## src/rtl/core/tlpd_pkg.sv

```systemverilog
`timescale 1ns / 1ps
// ----------------------------------------------------------------------------
// tlpd_pkg: shared types and constants of the typed length-prefix deframer
// Header type codes, the raw-run code, the result record and the depth of
// the result queue.
// ----------------------------------------------------------------------------
package tlpd_pkg;

  localparam logic [7:0] TYPE_SHORT_A = 8'hC1;
  localparam logic [7:0] TYPE_LONG_A  = 8'hC2;
  localparam logic [7:0] TYPE_SHORT_B = 8'hC3;
  localparam logic [7:0] TYPE_LONG_B  = 8'hC4;
  localparam logic [7:0] RAW_CODE     = 8'hFF;

  localparam logic [15:0] HDR_SHORT = 16'd2;
  localparam logic [15:0] HDR_LONG  = 16'd3;

  localparam int unsigned FifoDepth = 3;
  localparam int unsigned FifoPtrW  = $clog2(FifoDepth);
  localparam int unsigned FifoCntW  = $clog2(FifoDepth + 1);

  typedef struct packed {
    logic [7:0] out_byte;
    logic [7:0] packet_code;
    logic       first_of_packet;
    logic       last_of_packet;
    logic       empty_packet;
    logic       error_flag;
  } result_t;

  function automatic logic is_type(input logic [7:0] b);
    return (b == TYPE_SHORT_A) || (b == TYPE_LONG_A) ||
           (b == TYPE_SHORT_B) || (b == TYPE_LONG_B);
  endfunction

  function automatic logic is_long_type(input logic [7:0] b);
    return (b == TYPE_LONG_A) || (b == TYPE_LONG_B);
  endfunction

endpackage

```

## src/rtl/core/typed_length_prefix_deframer.sv

```systemverilog
`timescale 1ns / 1ps
// ----------------------------------------------------------------------------
// typed_length_prefix_deframer: split a byte stream into typed packets
// Header-typed, length-prefixed packet deframer with raw-run passthrough.
// ----------------------------------------------------------------------------
// Usage:
//   Input channel (in_valid / in_stall): one transfer per byte. in_mode 0
//   carries in_data_byte; in_mode 1 is a flush that closes an open raw run.
//   Result channel (out_valid / out_stall): zero or one result per input
//   transfer, in order. Payload bytes carry their header type byte as
//   out_packet_code; raw-run bytes carry 0xFF. A header with no payload
//   gives one empty marker; a bad length gives one error result, after
//   which the block drops all input until reset.
//   Throughput: one input transfer per cycle, sustained, while the
//   receiver keeps up. A result passes the input register, then the
//   result queue, before it is offered. Raw bytes trail by one transfer,
//   since the last one must be marked.
//   Stall: a three-entry result queue decouples the sides; in_stall rises
//   only when queued plus in-flight results would fill it, so the result
//   channel's stall never reaches the input combinationally.
//   Reset (rst_n low, synchronous): empties the queue and the input
//   register and returns the parser to header search.
// ----------------------------------------------------------------------------
module typed_length_prefix_deframer
  import tlpd_pkg::*;
(
  input  logic       clk,
  input  logic       rst_n,
  input  logic       in_valid,
  output logic       in_stall,
  input  logic       in_mode,
  input  logic [7:0] in_data_byte,
  output logic       out_valid,
  input  logic       out_stall,
  output logic [7:0] out_out_byte,
  output logic [7:0] out_packet_code,
  output logic       out_first_of_packet,
  output logic       out_last_of_packet,
  output logic       out_empty_packet,
  output logic       out_error_flag
);

  logic                in_take;
  logic                stage_v;
  logic                push;
  result_t             res;
  logic                pop;
  result_t             head;
  logic [FifoCntW-1:0] q_count;
  logic [FifoCntW:0]   occupancy;

  // Count queued results plus the item in the input register
  assign occupancy = (FifoCntW + 1)'(q_count) + (FifoCntW + 1)'(stage_v);
  assign in_stall  = (occupancy >= (FifoCntW + 1)'(FifoDepth));
  assign in_take   = in_valid && !in_stall;
  assign pop       = out_valid && !out_stall;

  tlpd_parse u_parse (
    .clk          (clk),
    .rst_n        (rst_n),
    .in_take      (in_take),
    .in_mode      (in_mode),
    .in_data_byte (in_data_byte),
    .stage_v      (stage_v),
    .push         (push),
    .res          (res)
  );

  tlpd_out_fifo u_out_fifo (
    .clk        (clk),
    .rst_n      (rst_n),
    .push       (push),
    .push_data  (res),
    .pop        (pop),
    .head_valid (out_valid),
    .head_data  (head),
    .count      (q_count)
  );

  assign out_out_byte        = head.out_byte;
  assign out_packet_code     = head.packet_code;
  assign out_first_of_packet = head.first_of_packet;
  assign out_last_of_packet  = head.last_of_packet;
  assign out_empty_packet    = head.empty_packet;
  assign out_error_flag      = head.error_flag;

  // Never push into a full queue that is not draining
  a_no_overflow: assert property (@(posedge clk) disable iff (!rst_n)
    push |-> (q_count != FifoCntW'(FifoDepth)) || pop)
    else $error("result queue overflow");

  // An error result locks the parser: no further results
  a_error_lock: assert property (@(posedge clk) disable iff (!rst_n)
    (push && res.error_flag) |=> !push)
    else $error("result after error lock");

  // An empty marker is both first and last and carries no error
  a_empty_marks: assert property (@(posedge clk) disable iff (!rst_n)
    (push && res.empty_packet) |->
      (res.first_of_packet && res.last_of_packet && !res.error_flag))
    else $error("malformed empty marker");

  // A result is pushed only for an item held in the input register
  a_push_needs_item: assert property (@(posedge clk) disable iff (!rst_n)
    push |-> stage_v)
    else $error("result without input item");

endmodule

```

## src/rtl/core/tlpd_parse.sv

```systemverilog
`timescale 1ns / 1ps
// ----------------------------------------------------------------------------
// tlpd_parse: input register and deframing state machine
// Registers each accepted transfer, then decodes it in one pass against the
// header, length, payload and raw-run state, producing at most one result.
// ----------------------------------------------------------------------------
module tlpd_parse
  import tlpd_pkg::*;
(
  input  logic       clk,
  input  logic       rst_n,
  input  logic       in_take,
  input  logic       in_mode,
  input  logic [7:0] in_data_byte,
  output logic       stage_v,
  output logic       push,
  output result_t    res
);

  typedef enum logic [2:0] {
    PH_HEADER,
    PH_LEN_ONE,
    PH_LEN_HIGH,
    PH_LEN_LOW,
    PH_DATA,
    PH_RAW,
    PH_ERROR
  } phase_t;

  logic        stage_v_r;
  logic        mode_r;
  logic [7:0]  byte_r;

  phase_t      phase_r, phase_nxt;
  logic [7:0]  type_byte_r, type_byte_nxt;
  logic [7:0]  size_high_r, size_high_nxt;
  logic [15:0] payload_left_r, payload_left_nxt;
  logic        payload_first_r, payload_first_nxt;
  logic [7:0]  held_byte_r, held_byte_nxt;
  logic        held_first_r, held_first_nxt;

  logic [15:0] fin_total;
  logic [15:0] fin_hdr;

  // Input register: payload needs no reset
  always_ff @(posedge clk) begin
    if (in_take) begin
      mode_r <= in_mode;
      byte_r <= in_data_byte;
    end
  end

  always_ff @(posedge clk) begin
    if (!rst_n) begin
      stage_v_r       <= 1'b0;
      phase_r         <= PH_HEADER;
      type_byte_r     <= '0;
      size_high_r     <= '0;
      payload_left_r  <= '0;
      payload_first_r <= 1'b0;
      held_byte_r     <= '0;
      held_first_r    <= 1'b0;
    end else begin
      stage_v_r       <= in_take;
      phase_r         <= phase_nxt;
      type_byte_r     <= type_byte_nxt;
      size_high_r     <= size_high_nxt;
      payload_left_r  <= payload_left_nxt;
      payload_first_r <= payload_first_nxt;
      held_byte_r     <= held_byte_nxt;
      held_first_r    <= held_first_nxt;
    end
  end

  // Total length and header size for the length-closing phases
  assign fin_total = (phase_r == PH_LEN_LOW) ? {size_high_r, byte_r} : {8'h00, byte_r};
  assign fin_hdr   = (phase_r == PH_LEN_LOW) ? HDR_LONG : HDR_SHORT;

  always_comb begin
    phase_nxt         = phase_r;
    type_byte_nxt     = type_byte_r;
    size_high_nxt     = size_high_r;
    payload_left_nxt  = payload_left_r;
    payload_first_nxt = payload_first_r;
    held_byte_nxt     = held_byte_r;
    held_first_nxt    = held_first_r;
    push              = 1'b0;
    res               = '0;

    if (stage_v_r) begin
      if (phase_r == PH_RAW) begin
        // Release the held byte; close the run on flush or a type byte
        push                = 1'b1;
        res.out_byte        = held_byte_r;
        res.packet_code     = RAW_CODE;
        res.first_of_packet = held_first_r;
        held_first_nxt      = 1'b0;
        if (mode_r) begin
          res.last_of_packet = 1'b1;
          phase_nxt          = PH_HEADER;
        end else if (is_type(byte_r)) begin
          res.last_of_packet = 1'b1;
          type_byte_nxt      = byte_r;
          size_high_nxt      = '0;
          payload_left_nxt   = '0;
          phase_nxt          = is_long_type(byte_r) ? PH_LEN_HIGH : PH_LEN_ONE;
        end else begin
          held_byte_nxt = byte_r;
        end
      end else if (!mode_r) begin
        case (phase_r)
          PH_HEADER: begin
            if (is_type(byte_r)) begin
              type_byte_nxt    = byte_r;
              size_high_nxt    = '0;
              payload_left_nxt = '0;
              phase_nxt        = is_long_type(byte_r) ? PH_LEN_HIGH : PH_LEN_ONE;
            end else begin
              held_byte_nxt  = byte_r;
              held_first_nxt = 1'b1;
              phase_nxt      = PH_RAW;
            end
          end
          PH_LEN_HIGH: begin
            size_high_nxt = byte_r;
            phase_nxt     = PH_LEN_LOW;
          end
          PH_LEN_ONE, PH_LEN_LOW: begin
            if (fin_total == '0 || fin_total < fin_hdr) begin
              push           = 1'b1;
              res.error_flag = 1'b1;
              phase_nxt      = PH_ERROR;
            end else if (fin_total == fin_hdr) begin
              push                = 1'b1;
              res.packet_code     = type_byte_r;
              res.first_of_packet = 1'b1;
              res.last_of_packet  = 1'b1;
              res.empty_packet    = 1'b1;
              phase_nxt           = PH_HEADER;
            end else begin
              payload_left_nxt  = fin_total - fin_hdr;
              payload_first_nxt = 1'b1;
              phase_nxt         = PH_DATA;
            end
          end
          PH_DATA: begin
            push                = 1'b1;
            res.out_byte        = byte_r;
            res.packet_code     = type_byte_r;
            res.first_of_packet = payload_first_r;
            payload_first_nxt   = 1'b0;
            if (payload_left_r <= 16'd1) begin
              res.last_of_packet = 1'b1;
              payload_left_nxt   = '0;
              phase_nxt          = PH_HEADER;
            end else begin
              payload_left_nxt = payload_left_r - 16'd1;
            end
          end
          default: begin
            // error lock: drop everything
          end
        endcase
      end
    end
  end

  assign stage_v = stage_v_r;

endmodule

```

## src/rtl/core/tlpd_out_fifo.sv

```systemverilog
`timescale 1ns / 1ps
// ----------------------------------------------------------------------------
// tlpd_out_fifo: result queue
// Small register queue between the deframer and the result channel; the
// head entry holds steady while the receiver stalls.
// ----------------------------------------------------------------------------
module tlpd_out_fifo
  import tlpd_pkg::*;
(
  input  logic                clk,
  input  logic                rst_n,
  input  logic                push,
  input  result_t             push_data,
  input  logic                pop,
  output logic                head_valid,
  output result_t             head_data,
  output logic [FifoCntW-1:0] count
);

  result_t             ent_r [FifoDepth];
  logic [FifoPtrW-1:0] wr_ptr_r, wr_ptr_nxt;
  logic [FifoPtrW-1:0] rd_ptr_r, rd_ptr_nxt;
  logic [FifoCntW-1:0] cnt_r, cnt_nxt;

  localparam logic [FifoPtrW-1:0] LastIdx = FifoPtrW'(FifoDepth - 1);

  always_ff @(posedge clk) begin
    if (push) begin
      ent_r[wr_ptr_r] <= push_data;
    end
  end

  always_comb begin
    wr_ptr_nxt = wr_ptr_r;
    rd_ptr_nxt = rd_ptr_r;
    cnt_nxt    = cnt_r;
    if (push) begin
      wr_ptr_nxt = (wr_ptr_r == LastIdx) ? '0 : wr_ptr_r + 1'b1;
    end
    if (pop) begin
      rd_ptr_nxt = (rd_ptr_r == LastIdx) ? '0 : rd_ptr_r + 1'b1;
    end
    if (push && !pop) begin
      cnt_nxt = cnt_r + 1'b1;
    end else if (pop && !push) begin
      cnt_nxt = cnt_r - 1'b1;
    end
  end

  always_ff @(posedge clk) begin
    if (!rst_n) begin
      wr_ptr_r <= '0;
      rd_ptr_r <= '0;
      cnt_r    <= '0;
    end else begin
      wr_ptr_r <= wr_ptr_nxt;
      rd_ptr_r <= rd_ptr_nxt;
      cnt_r    <= cnt_nxt;
    end
  end

  assign head_valid = (cnt_r != '0);
  assign head_data  = ent_r[rd_ptr_r];
  assign count      = cnt_r;

endmodule

```

## config.mk

```make
export PLATFORM = sky130hd
export DESIGN_NAME = typed_length_prefix_deframer
export DESIGN_NICKNAME = d
export VERILOG_FILES = /design/src/rtl/core/tlpd_pkg.sv /design/src/rtl/core/typed_length_prefix_deframer.sv /design/src/rtl/core/tlpd_parse.sv /design/src/rtl/core/tlpd_out_fifo.sv
export SDC_FILE = /design/constraint.sdc
export NUM_CORES = 1
export LEC_CHECK = 0
export BUFFER_PORTS_ARGS = -buffer_cell sky130_fd_sc_hd__buf_4
export CORE_MARGIN = 3
export CORE_UTILIZATION = 45
export DETAILED_ROUTE_END_ITERATION = 6
export PLACE_DENSITY = 0.71
export SYNTH_ARGS = -nofsm -noshare
export SYNTH_HDL_FRONTEND = slang
export SYNTH_HIERARCHICAL = 1
export SYNTH_SLANG_ARGS = --single-unit
```

## constraint.sdc

```tcl
create_clock -name clk -period 3.6 [get_ports clk]
set_input_delay 0.54 -clock clk [delete_from_list [all_inputs] [get_ports clk]]
set_output_delay 0.54 -clock clk [all_outputs]
set_load 0.03 [all_outputs]
```

==> run summary <==
The antenna violation net count after detailed routing came out at 0. Setup repair after global routing left no endpoint under its margin. The worst-case vdd ir drop came out at 321 uV. The worst slew margin relative to its limit came out at 0.470. In the final timing run, aggregate negative setup slack is 0 ns. Clock-pin slew was measured on the worst setup and hold paths at 0.06 ns. The post-synthesis cell type with the largest combined area is sky130_fd_sc_hd__edfxtp_1. The share of synthesized area in the top cell type comes to 0.349. The post-cts sizing count is 0. The latest clock arrival within the worst-skew pair came out at 0.41 ns.

Clock tree synthesis found a total of 123 sinks. The longest individual stage delay on the worst path is 0.52 ns. The number of setup violations in the final report came out at 0.

The via count normalized by instance count came out at 5.70. At the worst endpoint, the required time is 3.94 ns. By area the synthesized netlist is led by sky130_fd_sc_hd__edfxtp_1, sky130_fd_sc_hd__dfxtp_1, sky130_fd_sc_hd__mux2i_1, sky130_fd_sc_hd__nand2_1, sky130_fd_sc_hd__nor2b_1.

Yosys printed 6 warnings. The final-report max-slew violation count came out at 0. The type of element capturing the critical path is a flip-flop. The core area came out at 12800 um2. Entering global routing, the biggest net connects 57 pins. The total power is 3580 uW. The number of global-route vias before repair is 4194. The initial utilization of the core area, before any placement, comes to 0.464. The max capacitance violation total came out at 0. The largest clock skew in the final design is 0.00657 ns. The chip width came out at 121 um.

The growth of design area from synthesis to finish is 16.2%. The total number of vias is 4406. In this run the worst path has a maximum fanout of 13. The number of distinct library cell variants in the gate-level netlist after synthesis came out at 66.

The most used flip-flop cell after synthesis is sky130_fd_sc_hd__edfxtp_1. The layout net count is 608. In the finished design, the share of the clock period the worst path needs comes to 0.884. The initial antenna violation count is 0. The power per standard cell area came out at 519 nW/um2. In this run, the number of DRC markers left after iteration 0 of detailed routing was 531. The flow ran to the end, and the final reports show no timing, DRC or antenna violations. The die outline area came out at 14600 um2. The final layout contains routed wiring with a total length of 13100 um. In this run the static leakage power is 0.00239 uW. Leaving out fill and tap cells, the most frequent cell in the layout is sky130_fd_sc_hd__edfxtp_1.

The largest individual stage delay along the critical path comes from the cell sky130_fd_sc_hd__dfxtp_1. In the routed design, unresolved DRC markers number 0. The average wire length per cell after detail routing came out at 16.9 um. In this run, synthesis inferred 69 flip-flops with an integrated enable. Row generation in the floorplan step produced 41 rows. The die height is 121 um.

The number of synthesized register bits came out at 123. The detailed placement HPWL came out at 8730 um. The time the worst path needs with I/O delays and setup came out at 3.18 ns. The average cell area after synthesis came out at 10.6 um2. The number of buffers inserted by port buffering is 34. The sort of element at the start of the critical path is a flip-flop. The I/O pin count came out at 35.

The pin slew with the least headroom to its limit is 0.793 ns. The worst min-delay path category is input pin to flip-flop. The remaining global-route overflow came out at 0. The H-tree generated during clock tree synthesis spans 4 levels. The global-route wire length before repair is 21600 um.

The total routing resource utilization after global routing is 0.190. After clock tree synthesis, the flow added hold-fix buffers numbering 0. The net count after synthesis came out at 580. TritonCTS built the clock tree. The sequential cell area fraction in the yosys report came out at 0.532.

Walking the worst path, the cells encountered are nand3b_1 > inv_1 > ha_1 > inv_1 > ha_1 > o21ai_0 > a21oi_1 > nor4_1 > nor2_1 > o21ai_0 > and2_1 > ha_1 > or3_1 > a21boi_1. The number of instances in the synthesized netlist came out at 560. Leaving out fill and tap cells, the most frequent cells in the layout are sky130_fd_sc_hd__edfxtp_1, sky130_fd_sc_hd__nand2_1, sky130_fd_sc_hd__dfxtp_1, sky130_fd_sc_hd__buf_4, sky130_fd_sc_hd__mux2i_1. The congestion estimate from routability-driven global placement came to 0.923.

The clock root buffer is sky130_fd_sc_hd__clkbuf_16. The buffer depth of the longest clock path is 2. For this run, asynchronously set or reset flops after synthesis account for 0. The fraction of layout instances using a drive strength above 1 is 0.148.

The detailed-routing iteration count for the pre-antenna-repair pass is 6. Among the stages of the critical path, the cell type that occurs most often is sky130_fd_sc_hd__ha_1. The number of buffers inserted to repair setup after CTS is 0. The number of buffers added by the clock tree synthesis step came out at 17. The synthesized netlist occupies a cell area of 5930 um2. The arrival time at the worst endpoint is 3.52 ns.

The maximum operating frequency came out at 314 MHz. 0 antenna diodes ended up in the layout. The number of endpoints with negative hold slack in the final report came out at 0. The critical path start-end classification is flip-flop to flip-flop.
==> Yosys cell counts, types with 10 or more instances <==
cell and instances:
sky130_fd_sc_hd__a21boi_0 11, sky130_fd_sc_hd__a21o_1 13, sky130_fd_sc_hd__a21oi_1 19, sky130_fd_sc_hd__clkbuf_1 21, sky130_fd_sc_hd__dfxtp_1 54, sky130_fd_sc_hd__edfxtp_1 69, sky130_fd_sc_hd__inv_1 10, sky130_fd_sc_hd__mux2i_1 31
sky130_fd_sc_hd__nand2_1 54, sky130_fd_sc_hd__nand3_1 11, sky130_fd_sc_hd__nor2_1 28, sky130_fd_sc_hd__nor2b_1 29, sky130_fd_sc_hd__nor3_1 13, sky130_fd_sc_hd__nor4_1 10, sky130_fd_sc_hd__o21ai_0 16, sky130_fd_sc_hd__o21ai_1 22
sky130_fd_sc_hd__o22ai_1 12, sky130_fd_sc_hd__xnor2_1 10
==> critical path, delay by kind of cell, from the launching register on <==
kind	cells	cell delay [ns]
simple gates	5	1.00
fa+ha+maj	3	0.83
buf+inv	2	0.13
flops	1	0.52
compound gates	4	0.66
==> final timing paths <==
check,from,to,slack (ns),cells past startpoint
setup / recovery,u_parse/phase_r[2],u_out_fifo/count[1],0.42,14
hold / removal,in_data_byte[6],u_parse/byte_r[6],0.31,1
setup reg to reg,u_parse/phase_r[2],u_out_fifo/count[1],0.42,14
hold reg to reg,u_parse/type_byte_r[6],u_parse/type_byte_r[6],0.45,2
==> cells by family (layout without fill, tap and decap cells) <==
kind of cell / count (synthesis) / after routing / share of synthesized area
mux: 31 / 31 / 0.0523
buf+inv: 43 / 84 / 0.0329
compound gates: 146 / 146 / 0.167
simple gates: 196 / 196 / 0.180
fa+ha+maj: 7 / 7 / 0.0148
flops: 123 / 123 / 0.532
xor+xnor: 14 / 14 / 0.0207
==> registers in the layout, indices dropped and copies added, names as in the netlist, 3 cells and up, named ones only <==
signal,cells
u_parse/byte_r,8
u_out_fifo/ent_r,60
u_parse/size_high_r,8
u_parse/payload_left_r,16
u_parse/type_byte_r,8
u_parse/held_byte_r,8
u_parse/phase_r,3
==> cell type report <==
class	count	area (um2)
clock buffers	17	425
clock inverters	15	163
fillers	1116	5880
inverters	10	37.5
multi-input cells	394	2580
flip-flops and latches	123	3150
well taps	172	215
repair buffers	42	315
==> stage by stage <==
step           setup slack [ns]  area, um2   util  hold WS, ns  cells
2_1_floorplan             0.257       5930      -        0.436    560
3_3_place_gp              0.610       6300  0.493        0.446    741
6_report                  0.416       6890  0.540        0.306    773
4_1_cts                   0.453       6890  0.540        0.290    773
5_1_grt                   0.127       6890  0.540        0.290    773
3_5_place_dp              0.447       6300  0.493        0.449    741
==> metal layers <==
layer,GRT usage,up-vias,routed length [um]
met5,0,-,0
met4,0.0772,0,246
met3,0.0416,28,573
met2,0.304,135,6250
met1,0.252,2103,6020
li1,-,2140,-
==> power by group <==
group | leakage [uW] | total (uW) | internal, uW | switching [uW]
sequential | 0.000972 | 1550 | 1510 | 46.0
combinational | 0.00113 | 364 | 151 | 213
clock | 0.000286 | 1660 | 1030 | 630
Note: power is estimated with default switching activity, not from simulation.
